--- src/sv/pmul_pkg.sv ---
package pmul_pkg;

    // field widths of the channels
    localparam int CMD_W       = 2;
    localparam int POWER_W     = 5;
    localparam int COEF_W      = 16;
    localparam int DEGREE_W    = 5;
    localparam int CFG_IDX_W   = 1;
    localparam int OUT_POWER_W = 6;
    localparam int PROD_W      = 2 * COEF_W;
    localparam int ACC_W       = 37;

    // default highest power held in each coefficient store
    localparam int MAX_DEGREE_DEF = 31;

    // command codes
    localparam logic [CMD_W-1:0] CMD_LOAD_A = 2'd0;
    localparam logic [CMD_W-1:0] CMD_LOAD_B = 2'd1;
    localparam logic [CMD_W-1:0] CMD_START  = 2'd2;

    // configuration register indexes
    localparam logic [CFG_IDX_W-1:0] CFG_DEGREE_A = 1'd0;
    localparam logic [CFG_IDX_W-1:0] CFG_DEGREE_B = 1'd1;

    // sequencer states
    typedef enum logic [2:0] {
        ST_IDLE,
        ST_NEXT,
        ST_ISSUE,
        ST_DRAIN,
        ST_EMIT
    } t_state;

    // control from the sequencer to the multiply-accumulate unit
    typedef struct packed {
        logic clr;
        logic vld;
    } t_mac_ctl;

endpackage

--- src/sv/pmul_if.sv ---
interface pmul_in_if;
    import pmul_pkg::*;

    logic                      valid;
    logic                      ready;
    logic [CMD_W-1:0]          cmd;
    logic [POWER_W-1:0]        power;
    logic signed [COEF_W-1:0]  coefficient;

    modport source (output valid, cmd, power, coefficient, input ready);
    modport sink   (input valid, cmd, power, coefficient, output ready);
endinterface

interface pmul_out_if;
    import pmul_pkg::*;

    logic                      valid;
    logic                      ready;
    logic [OUT_POWER_W-1:0]    product_power;
    logic signed [ACC_W-1:0]   product_coef;
    logic                      last;

    modport source (output valid, product_power, product_coef, last, input ready);
    modport sink   (input valid, product_power, product_coef, last, output ready);
endinterface

interface pmul_cfg_if;
    import pmul_pkg::*;

    logic                  valid;
    logic                  ready;
    logic [CFG_IDX_W-1:0]  index;
    logic [DEGREE_W-1:0]   data;

    modport source (output valid, index, data, input ready);
    modport sink   (input valid, index, data, output ready);
endinterface

--- src/sv/pmul_mac.sv ---
module pmul_mac (
    input  logic                               i_clk,
    input  logic                               i_rst_n,
    input  pmul_pkg::t_mac_ctl                 i_ctl,
    input  logic signed [pmul_pkg::COEF_W-1:0] i_a,
    input  logic signed [pmul_pkg::COEF_W-1:0] i_b,
    output logic signed [pmul_pkg::ACC_W-1:0]  o_acc,
    output logic                               o_busy
);
    import pmul_pkg::*;

    logic signed [PROD_W-1:0] r_prod;
    logic                     r_prod_vld;
    logic signed [ACC_W-1:0]  r_acc;

    // product stage
    always_ff @(posedge i_clk) begin
        r_prod <= i_a * i_b;
    end

    always_ff @(posedge i_clk) begin
        if (!i_rst_n) begin
            r_prod_vld <= 1'b0;
        end else begin
            r_prod_vld <= i_ctl.vld;
        end
    end

    // accumulate stage
    always_ff @(posedge i_clk) begin
        if (i_ctl.clr) begin
            r_acc <= '0;
        end else if (r_prod_vld) begin
            r_acc <= r_acc + ACC_W'(r_prod);
        end
    end

    assign o_acc  = r_acc;
    assign o_busy = i_ctl.vld | r_prod_vld;

endmodule

--- src/sv/polynomial_multiplier_unit.sv ---
// Polynomial multiplier by direct convolution.
// Channels: i_in carries commands (load A coefficient, load B coefficient,
// start), i_cfg writes the two degree registers (index 0 degree A, index 1
// degree B), o_out returns one product coefficient per transfer.
// A load returns nothing; a load above the store
// depth is dropped. Start walks powers 0 to degree_a + degree_b and returns
// one coefficient per power, the highest one flagged with last.
// Each coefficient is built by one shared multiply-accumulate unit fed from
// the two coefficient stores, one term product per cycle: for each power the
// sequencer clears the accumulator, issues the terms, drains the unit and
// emits the sum to the output register.
// i_in is not ready while a run is in progress; one command at a time.
// If the receiver stalls, the current coefficient holds in the output
// register; the next is summed, then held until the current is taken.
// Reset clears the degree registers and control; the stores are not
// cleared and every coefficient used must be loaded first.
module polynomial_multiplier_unit #(
    parameter int MAX_DEGREE = pmul_pkg::MAX_DEGREE_DEF
) (
    input  logic        i_clk,
    input  logic        i_rst_n,
    pmul_in_if.sink     i_in,
    pmul_cfg_if.sink    i_cfg,
    pmul_out_if.source  o_out
);
    import pmul_pkg::*;

    localparam int DEPTH = MAX_DEGREE + 1;
    localparam int AW    = (DEPTH > 1) ? $clog2(DEPTH) : 1;
    localparam int PW    = AW + 1;

    // coefficient stores
    logic signed [COEF_W-1:0] mem_a [DEPTH];
    logic signed [COEF_W-1:0] mem_b [DEPTH];

    t_state r_state, n_state;

    logic [DEGREE_W-1:0] r_degree_a, r_degree_b;
    logic [PW-1:0]       r_p;
    logic [AW-1:0]       r_i, r_hi;

    logic signed [COEF_W-1:0] r_rd_a, r_rd_b;
    logic                     r_rd_vld;

    logic                     r_out_valid;
    logic [OUT_POWER_W-1:0]   r_out_power;
    logic signed [ACC_W-1:0]  r_out_coef;
    logic                     r_out_last;

    logic [AW-1:0] da, db, lo, hi, j;
    logic [PW-1:0] top;
    logic          in_xfer, load_ok, out_free, mac_busy;
    logic          issue, emit;
    t_mac_ctl      mac_ctl;
    logic signed [ACC_W-1:0] mac_acc;

    // clamped degrees and term range of the current power
    assign da  = (r_degree_a > DEGREE_W'(MAX_DEGREE)) ? AW'(MAX_DEGREE) : r_degree_a[AW-1:0];
    assign db  = (r_degree_b > DEGREE_W'(MAX_DEGREE)) ? AW'(MAX_DEGREE) : r_degree_b[AW-1:0];
    assign top = PW'(da) + PW'(db);
    assign lo  = (r_p > PW'(db)) ? AW'(r_p - PW'(db)) : '0;
    assign hi  = (r_p < PW'(da)) ? r_p[AW-1:0] : da;
    assign j   = AW'(r_p - PW'(r_i));

    assign in_xfer  = i_in.valid & i_in.ready;
    assign load_ok  = (i_in.power <= POWER_W'(MAX_DEGREE));
    assign out_free = ~r_out_valid | o_out.ready;

    // next state
    always_comb begin
        n_state = r_state;
        case (r_state)
            ST_IDLE: begin
                if (in_xfer && i_in.cmd == CMD_START) begin
                    n_state = ST_NEXT;
                end
            end
            ST_NEXT: begin
                n_state = ST_ISSUE;
            end
            ST_ISSUE: begin
                if (r_i == r_hi) begin
                    n_state = ST_DRAIN;
                end
            end
            ST_DRAIN: begin
                if (!r_rd_vld && !mac_busy) begin
                    n_state = ST_EMIT;
                end
            end
            ST_EMIT: begin
                if (out_free) begin
                    n_state = (r_p == top) ? ST_IDLE : ST_NEXT;
                end
            end
            default: begin
                n_state = ST_IDLE;
            end
        endcase
    end

    // sequencer outputs
    always_comb begin
        i_in.ready  = 1'b0;
        issue       = 1'b0;
        emit        = 1'b0;
        mac_ctl.clr = 1'b0;
        case (r_state)
            ST_IDLE:  i_in.ready  = 1'b1;
            ST_NEXT:  mac_ctl.clr = 1'b1;
            ST_ISSUE: issue       = 1'b1;
            ST_EMIT:  emit        = out_free;
            default: begin
                issue = 1'b0;
            end
        endcase
        mac_ctl.vld = r_rd_vld;
    end

    always_ff @(posedge i_clk) begin
        if (!i_rst_n) begin
            r_state <= ST_IDLE;
        end else begin
            r_state <= n_state;
        end
    end

    // degree registers
    assign i_cfg.ready = 1'b1;

    always_ff @(posedge i_clk) begin
        if (!i_rst_n) begin
            r_degree_a <= '0;
            r_degree_b <= '0;
        end else if (i_cfg.valid) begin
            case (i_cfg.index)
                CFG_DEGREE_A: r_degree_a <= i_cfg.data;
                CFG_DEGREE_B: r_degree_b <= i_cfg.data;
                default: begin
                    r_degree_a <= r_degree_a;
                end
            endcase
        end
    end

    // coefficient store writes
    always_ff @(posedge i_clk) begin
        if (in_xfer && load_ok) begin
            case (i_in.cmd)
                CMD_LOAD_A: mem_a[i_in.power[AW-1:0]] <= i_in.coefficient;
                CMD_LOAD_B: mem_b[i_in.power[AW-1:0]] <= i_in.coefficient;
                default: begin
                end
            endcase
        end
    end

    // registered store reads, one term per cycle
    always_ff @(posedge i_clk) begin
        r_rd_a <= mem_a[r_i];
        r_rd_b <= mem_b[j];
    end

    always_ff @(posedge i_clk) begin
        if (!i_rst_n) begin
            r_rd_vld <= 1'b0;
        end else begin
            r_rd_vld <= issue;
        end
    end

    // power and term counters
    always_ff @(posedge i_clk) begin
        if (!i_rst_n) begin
            r_p  <= '0;
            r_i  <= '0;
            r_hi <= '0;
        end else begin
            if (r_state == ST_IDLE) begin
                r_p <= '0;
            end else if (emit && r_p != top) begin
                r_p <= r_p + PW'(1);
            end
            if (r_state == ST_NEXT) begin
                r_i  <= lo;
                r_hi <= hi;
            end else if (issue && r_i != r_hi) begin
                r_i <= r_i + AW'(1);
            end
        end
    end

    pmul_mac u_mac (
        .i_clk   (i_clk),
        .i_rst_n (i_rst_n),
        .i_ctl   (mac_ctl),
        .i_a     (r_rd_a),
        .i_b     (r_rd_b),
        .o_acc   (mac_acc),
        .o_busy  (mac_busy)
    );

    // output register
    always_ff @(posedge i_clk) begin
        if (!i_rst_n) begin
            r_out_valid <= 1'b0;
        end else if (emit) begin
            r_out_valid <= 1'b1;
        end else if (o_out.ready) begin
            r_out_valid <= 1'b0;
        end
    end

    always_ff @(posedge i_clk) begin
        if (emit) begin
            r_out_power <= OUT_POWER_W'(r_p);
            r_out_coef  <= mac_acc;
            r_out_last  <= (r_p == top);
        end
    end

    assign o_out.valid         = r_out_valid;
    assign o_out.product_power = r_out_power;
    assign o_out.product_coef  = r_out_coef;
    assign o_out.last          = r_out_last;

    // checks on the sequencer
    a_power_in_range: assert property (@(posedge i_clk) disable iff (!i_rst_n)
        (r_state == ST_ISSUE || r_state == ST_DRAIN || r_state == ST_EMIT) |-> r_p <= top)
        else $error("power counter beyond top power");

    a_term_in_range: assert property (@(posedge i_clk) disable iff (!i_rst_n)
        (r_state == ST_ISSUE) |-> (r_i <= r_hi && r_i <= da && j <= db))
        else $error("term index outside the convolution range");

    a_emit_drained: assert property (@(posedge i_clk) disable iff (!i_rst_n)
        (r_state == ST_EMIT) |-> (!mac_busy && !r_rd_vld))
        else $error("coefficient emitted before accumulation finished");

    a_busy_not_ready: assert property (@(posedge i_clk) disable iff (!i_rst_n)
        (in_xfer && i_in.cmd == CMD_START) |=> !i_in.ready)
        else $error("input taken during a run");

endmodule

--- src/flat_wrapper.sv ---
// flat-port wrapper written by rule: the top's interface ports become plain ports
module polynomial_multiplier_unit_flat import pmul_pkg::*;
#(
    parameter int MAX_DEGREE = pmul_pkg::MAX_DEGREE_DEF
)
  (i_clk, i_rst_n, i_in_valid, i_in_cmd, i_in_power, i_in_coefficient, i_in_ready, i_cfg_valid, i_cfg_index, i_cfg_data, i_cfg_ready, o_out_valid, o_out_product_power, o_out_product_coef, o_out_last, o_out_ready);
  pmul_in_if i_in_i ();
  pmul_cfg_if i_cfg_i ();
  pmul_out_if o_out_i ();
  input  logic i_clk;
  input  logic i_rst_n;
  input wire logic [$bits(i_in_i.valid)-1:0] i_in_valid;
  input wire logic [$bits(i_in_i.cmd)-1:0] i_in_cmd;
  input wire logic [$bits(i_in_i.power)-1:0] i_in_power;
  input wire logic [$bits(i_in_i.coefficient)-1:0] i_in_coefficient;
  output wire logic [$bits(i_in_i.ready)-1:0] i_in_ready;
  input wire logic [$bits(i_cfg_i.valid)-1:0] i_cfg_valid;
  input wire logic [$bits(i_cfg_i.index)-1:0] i_cfg_index;
  input wire logic [$bits(i_cfg_i.data)-1:0] i_cfg_data;
  output wire logic [$bits(i_cfg_i.ready)-1:0] i_cfg_ready;
  output wire logic [$bits(o_out_i.valid)-1:0] o_out_valid;
  output wire logic [$bits(o_out_i.product_power)-1:0] o_out_product_power;
  output wire logic [$bits(o_out_i.product_coef)-1:0] o_out_product_coef;
  output wire logic [$bits(o_out_i.last)-1:0] o_out_last;
  input wire logic [$bits(o_out_i.ready)-1:0] o_out_ready;
  assign i_in_i.valid = i_in_valid;
  assign i_in_i.cmd = i_in_cmd;
  assign i_in_i.power = i_in_power;
  assign i_in_i.coefficient = i_in_coefficient;
  assign i_in_ready = i_in_i.ready;
  assign i_cfg_i.valid = i_cfg_valid;
  assign i_cfg_i.index = i_cfg_index;
  assign i_cfg_i.data = i_cfg_data;
  assign i_cfg_ready = i_cfg_i.ready;
  assign o_out_valid = o_out_i.valid;
  assign o_out_product_power = o_out_i.product_power;
  assign o_out_product_coef = o_out_i.product_coef;
  assign o_out_last = o_out_i.last;
  assign o_out_i.ready = o_out_ready;
  polynomial_multiplier_unit #(.MAX_DEGREE(MAX_DEGREE)) u_core (.i_clk(i_clk), .i_rst_n(i_rst_n), .i_in(i_in_i), .i_cfg(i_cfg_i), .o_out(o_out_i));
endmodule
--- config.mk ---
export PLATFORM = sky130hd
export DESIGN_NAME = polynomial_multiplier_unit_flat
export DESIGN_NICKNAME = d
export VERILOG_FILES = /design/src/sv/pmul_pkg.sv /design/src/sv/pmul_if.sv /design/src/sv/pmul_mac.sv /design/src/sv/polynomial_multiplier_unit.sv /design/src/flat_wrapper.sv
export SDC_FILE = /design/constraint.sdc
export NUM_CORES = 2
export LEC_CHECK = 0
export BUFFER_PORTS_ARGS = -buffer_cell sky130_fd_sc_hd__buf_4
export CAP_MARGIN = 15
export CORE_UTILIZATION = 35
export DETAILED_ROUTE_END_ITERATION = 12
export PLACE_DENSITY = 0.52
export SYNTH_ARGS = -nofsm -noshare
export SYNTH_HDL_FRONTEND = slang
export SYNTH_SLANG_ARGS = --single-unit
--- constraint.sdc ---
create_clock -name i_clk -period 6 [get_ports i_clk]
set_input_delay 0 -clock i_clk [delete_from_list [all_inputs] [get_ports i_clk]]
set_output_delay 0 -clock i_clk [all_outputs]
set_load 0.005 [all_outputs]
==> impl_metrics.env <==
export IMPL_final_common_cell="edfxtp_1"
export IMPL_finalSetupTns_ns=0
export IMPL_place_congestion=0.820
export IMPL_fmaxAchievable_ghz=0.173
export IMPL_grt_max_degree=133
export IMPL_fin_cells=5899
export IMPL_hold_viol_final=0
export IMPL_core_area_um2=161000
export IMPL_ys_async_sr_fraction_pct=0
export IMPL_max_cap_violations=0
export IMPL_io_pin_count=81
export IMPL_syn_area_um2=56600
export IMPL_cts_root_buf="clkbuf_16"
export IMPL_layout_drive_gt1_share_pct=23.8
export IMPL_synth_avg_cell_area_um2=16.8
export IMPL_synth_edff_count=1068
export IMPL_synth_top_area_share_pct=56.6
export IMPL_viasPerCell=4.95
export IMPL_fin_crit_ns=5.79
export IMPL_synth_top_area_cell="edfxtp_1"
export IMPL_synth_net_count=3802
export IMPL_cts_tree="done"
export IMPL_fin_skew_ns=0.0475
export IMPL_ys_warn_count=0
export IMPL_drcViolationCount=0
export IMPL_postSynthCellCount=3364
export IMPL_synth_top_flop_cell="edfxtp_1"
export IMPL_routed_wirelength_um=136000
export IMPL_grt_pass1_wl_um=204000
export IMPL_clkTransAtPathRegs_ns=0.06
export IMPL_hpwl_um=87200
export IMPL_cts_sinks=1201
export IMPL_vias=29205
export IMPL_cts_made_buffers=132
export IMPL_grt_overflow=0
export IMPL_placed_cells=5610
export IMPL_dieArea_um2=163000
export IMPL_grt_pass1_vias=30628
export IMPL_clk_path_buf_depth=3
export IMPL_fin_crit_sh_pct=96.5
export IMPL_rows=147
export IMPL_worst_path_max_delay_cell="fa_1"
export IMPL_finalSetupViolCount=0
export IMPL_postRouteAntennaNets=0
export IMPL_htreeDepth=4
export IMPL_antenna_found_initial=16
export IMPL_synth_area_top_cells="edfxtp_1 (57%), mux4_2 (13%), fa_1 (9.4%)"
export IMPL_avgRoutedWirePerCell_um=23.1
export IMPL_clock_latency_ns=0.75
export IMPL_final_cell_mix="edfxtp_1 (1068), mux4_2 (320), inv_1 (290)"
export IMPL_die_w_um=404
export IMPL_syn_to_final_growth_pct=16.0
export IMPL_grt_usage_pct=16.9
export IMPL_initialDrtViolationCount=2111
export IMPL_nets=4073
export IMPL_min_path_type="primary input to flop"
export IMPL_synthDistinctLibCells=77
export IMPL_final_max_slew_viol_count=0
export IMPL_cp_max_fo=11
export IMPL_cp_start_kind="flop"
export IMPL_path_cells="buf_8 > and2_1 > fa_1 > inv_1 > fa_1 > fa_1 > inv_1 > fa_1 > fa_1 > fa_1 > ha_4 > or2_4 > a31o_1 > a32oi_2 > a31oi_2 > a41o_1 > o41ai_2 > xnor2_1"
export IMPL_cp_arrival_ns=6.38
export IMPL_chipHeight_um=404
export IMPL_path_common_cell="fa_1"
export IMPL_ys_seq_area_share_pct=61.3
export IMPL_dr_pass1_iters=6
export IMPL_end_kind="flop"
export IMPL_synth_seq_cells=1201
export IMPL_io_buffers=79
export IMPL_worst_slew_pin_transition_ns=1.01
export IMPL_cp_required_ns=6.59
export IMPL_status="finished clean"
export IMPL_max_slew_margin_pct=32.9
export IMPL_critical_path_class="flop to flop"
export IMPL_initial_core_util_pct=35.3
export IMPL_cpPeakStageDelay_ns=0.60
[path summary, 6_finish.rpt]
path | cells past startpoint | from | to | slack, ns
worst max-delay path | 18 | u_core.r_rd_a[8]$_DFF_P_ | u_core.u_mac.r_prod[30]$_DFF_P_ | 0.21
worst min-delay path | 4 | i_in_power[2] | u_core.mem_a[7][4]$_DFFE_PP_ | 0.07
worst max register to register | 18 | u_core.r_rd_a[8]$_DFF_P_ | u_core.u_mac.r_prod[30]$_DFF_P_ | 0.21
worst min register to register | 0 | u_core.u_mac.o_acc[36]$_SDFFE_PP0P_ | u_core.o_out.product_coef[36]$_DFFE_PP_ | 0.46
[synth_stat cells, types with 13 or more instances]
| cell | count |
|---|---|
| and2_1 | 129 |
| ha_1 | 138 |
| inv_1 | 297 |
| xnor2_1 | 55 |
| mux4_2 | 320 |
| o21a_1 | 16 |
| dfxtp_1 | 133 |
| o21ai_0 | 24 |
| nand3_1 | 25 |
| mux2i_1 | 26 |
| xor2_1 | 28 |
| clkbuf_1 | 112 |
| fa_1 | 266 |
| edfxtp_1 | 1068 |
| nor2_1 | 155 |
| a21o_1 | 32 |
| nand2b_1 | 13 |
| a21oi_1 | 67 |
| mux2_2 | 32 |
| buf_2 | 20 |
| nand2_1 | 194 |
| nor2b_1 | 14 |
| nor3_1 | 22 |
| buf_1 | 14 |
| o21ai_1 | 20 |
[what timing repair did]
action                     4_1_cts  5_1_grt
setup endpoints to repair        2        7
pin swaps                        0       38
buffers inserted                 0       14
hold endpoints to repair      1071        0
hold buffers                    37        0
resized for setup                1       69
[routing by layer]
layer	global-route usage, %	wire [um]
met5	0	33
met4	4.04	2620
met3	3.09	6810
met2	27.0	64100
met1	23.9	62500
[through the flow]
step / utilization [%] / hold slack (ns) / instance area [um^2] / worst slack, ns
detailed placement: 37.8 / 0.334 / 60700 / -0.0120
global placement: 37.8 / 0.331 / 60700 / 0.0329
finish: 40.9 / 0.0705 / 65700 / 0.208
global route: 40.9 / 0.0459 / 65700 / -0.00390
floorplan: - / 0.0989 / 56600 / 0.223
CTS: 40.7 / 0.00959 / 65300 / 0.0288
[cell families (layout without fill, tap and decap cells)]
group / Yosys count / after routing / synth area share [%]
and+or+nand+nor: 600 / 600 / 5.10
xor gates and xnor gates: 83 / 83 / 1.28
muxes: 379 / 379 / 13.8
adders and majority gates: 404 / 404 / 12.5
AOI/OAI and AO/OA: 250 / 250 / 2.97
other: 1 / 3 / 0.00662
DFF: 1201 / 1201 / 61.3
buffers and inverters: 446 / 819 / 3.01
[sequential cells by signal (all words and copies together), names as in the netlist]
signal and flops:
u_core.mem_b 512, u_core.o_out.last 1, u_core.r_hi 5, u_core.o_out.valid 1, u_core.o_out.product_power 6, u_core.u_mac.r_prod 32, u_core.r_state 3, u_core.o_out.product_coef 37
u_core.r_rd_b 16, u_core.r_degree_a 5, u_core.u_mac.o_acc 37, u_core.r_degree_b 5, u_core.r_p 6, u_core.u_mac.r_prod_vld 1, u_core.r_rd_vld 1, u_core.mem_a 512
u_core.r_rd_a 16, u_core.r_i 5
[critical path: cells and delay by family, from the launching register on]
family	cells	cell delay [ns]
AO/OA/AOI/OAI	5	1.22
adder cells (fa/ha/maj)	7	3.29
XOR/XNOR	1	0.11
AND/OR/NAND/NOR	2	0.38
flip-flops	1	0.36
buffers and inverters	3	0.25
[area by class of cell]
class                      instances  area, um^2
fill                           14534       94900
sequential                      1201       34800
multi-input combinational       1717       20400
clock buffer                     166        3470
tap                             2160        2700
timing repair buffer             284        2380
inverter                         299        1130
clock inverter                    70         783
antenna                            2        5.00
Power is left out: the tool's default activity adds up to more than one toggle a clock period on the data nets, which glitch-free logic cannot reach.
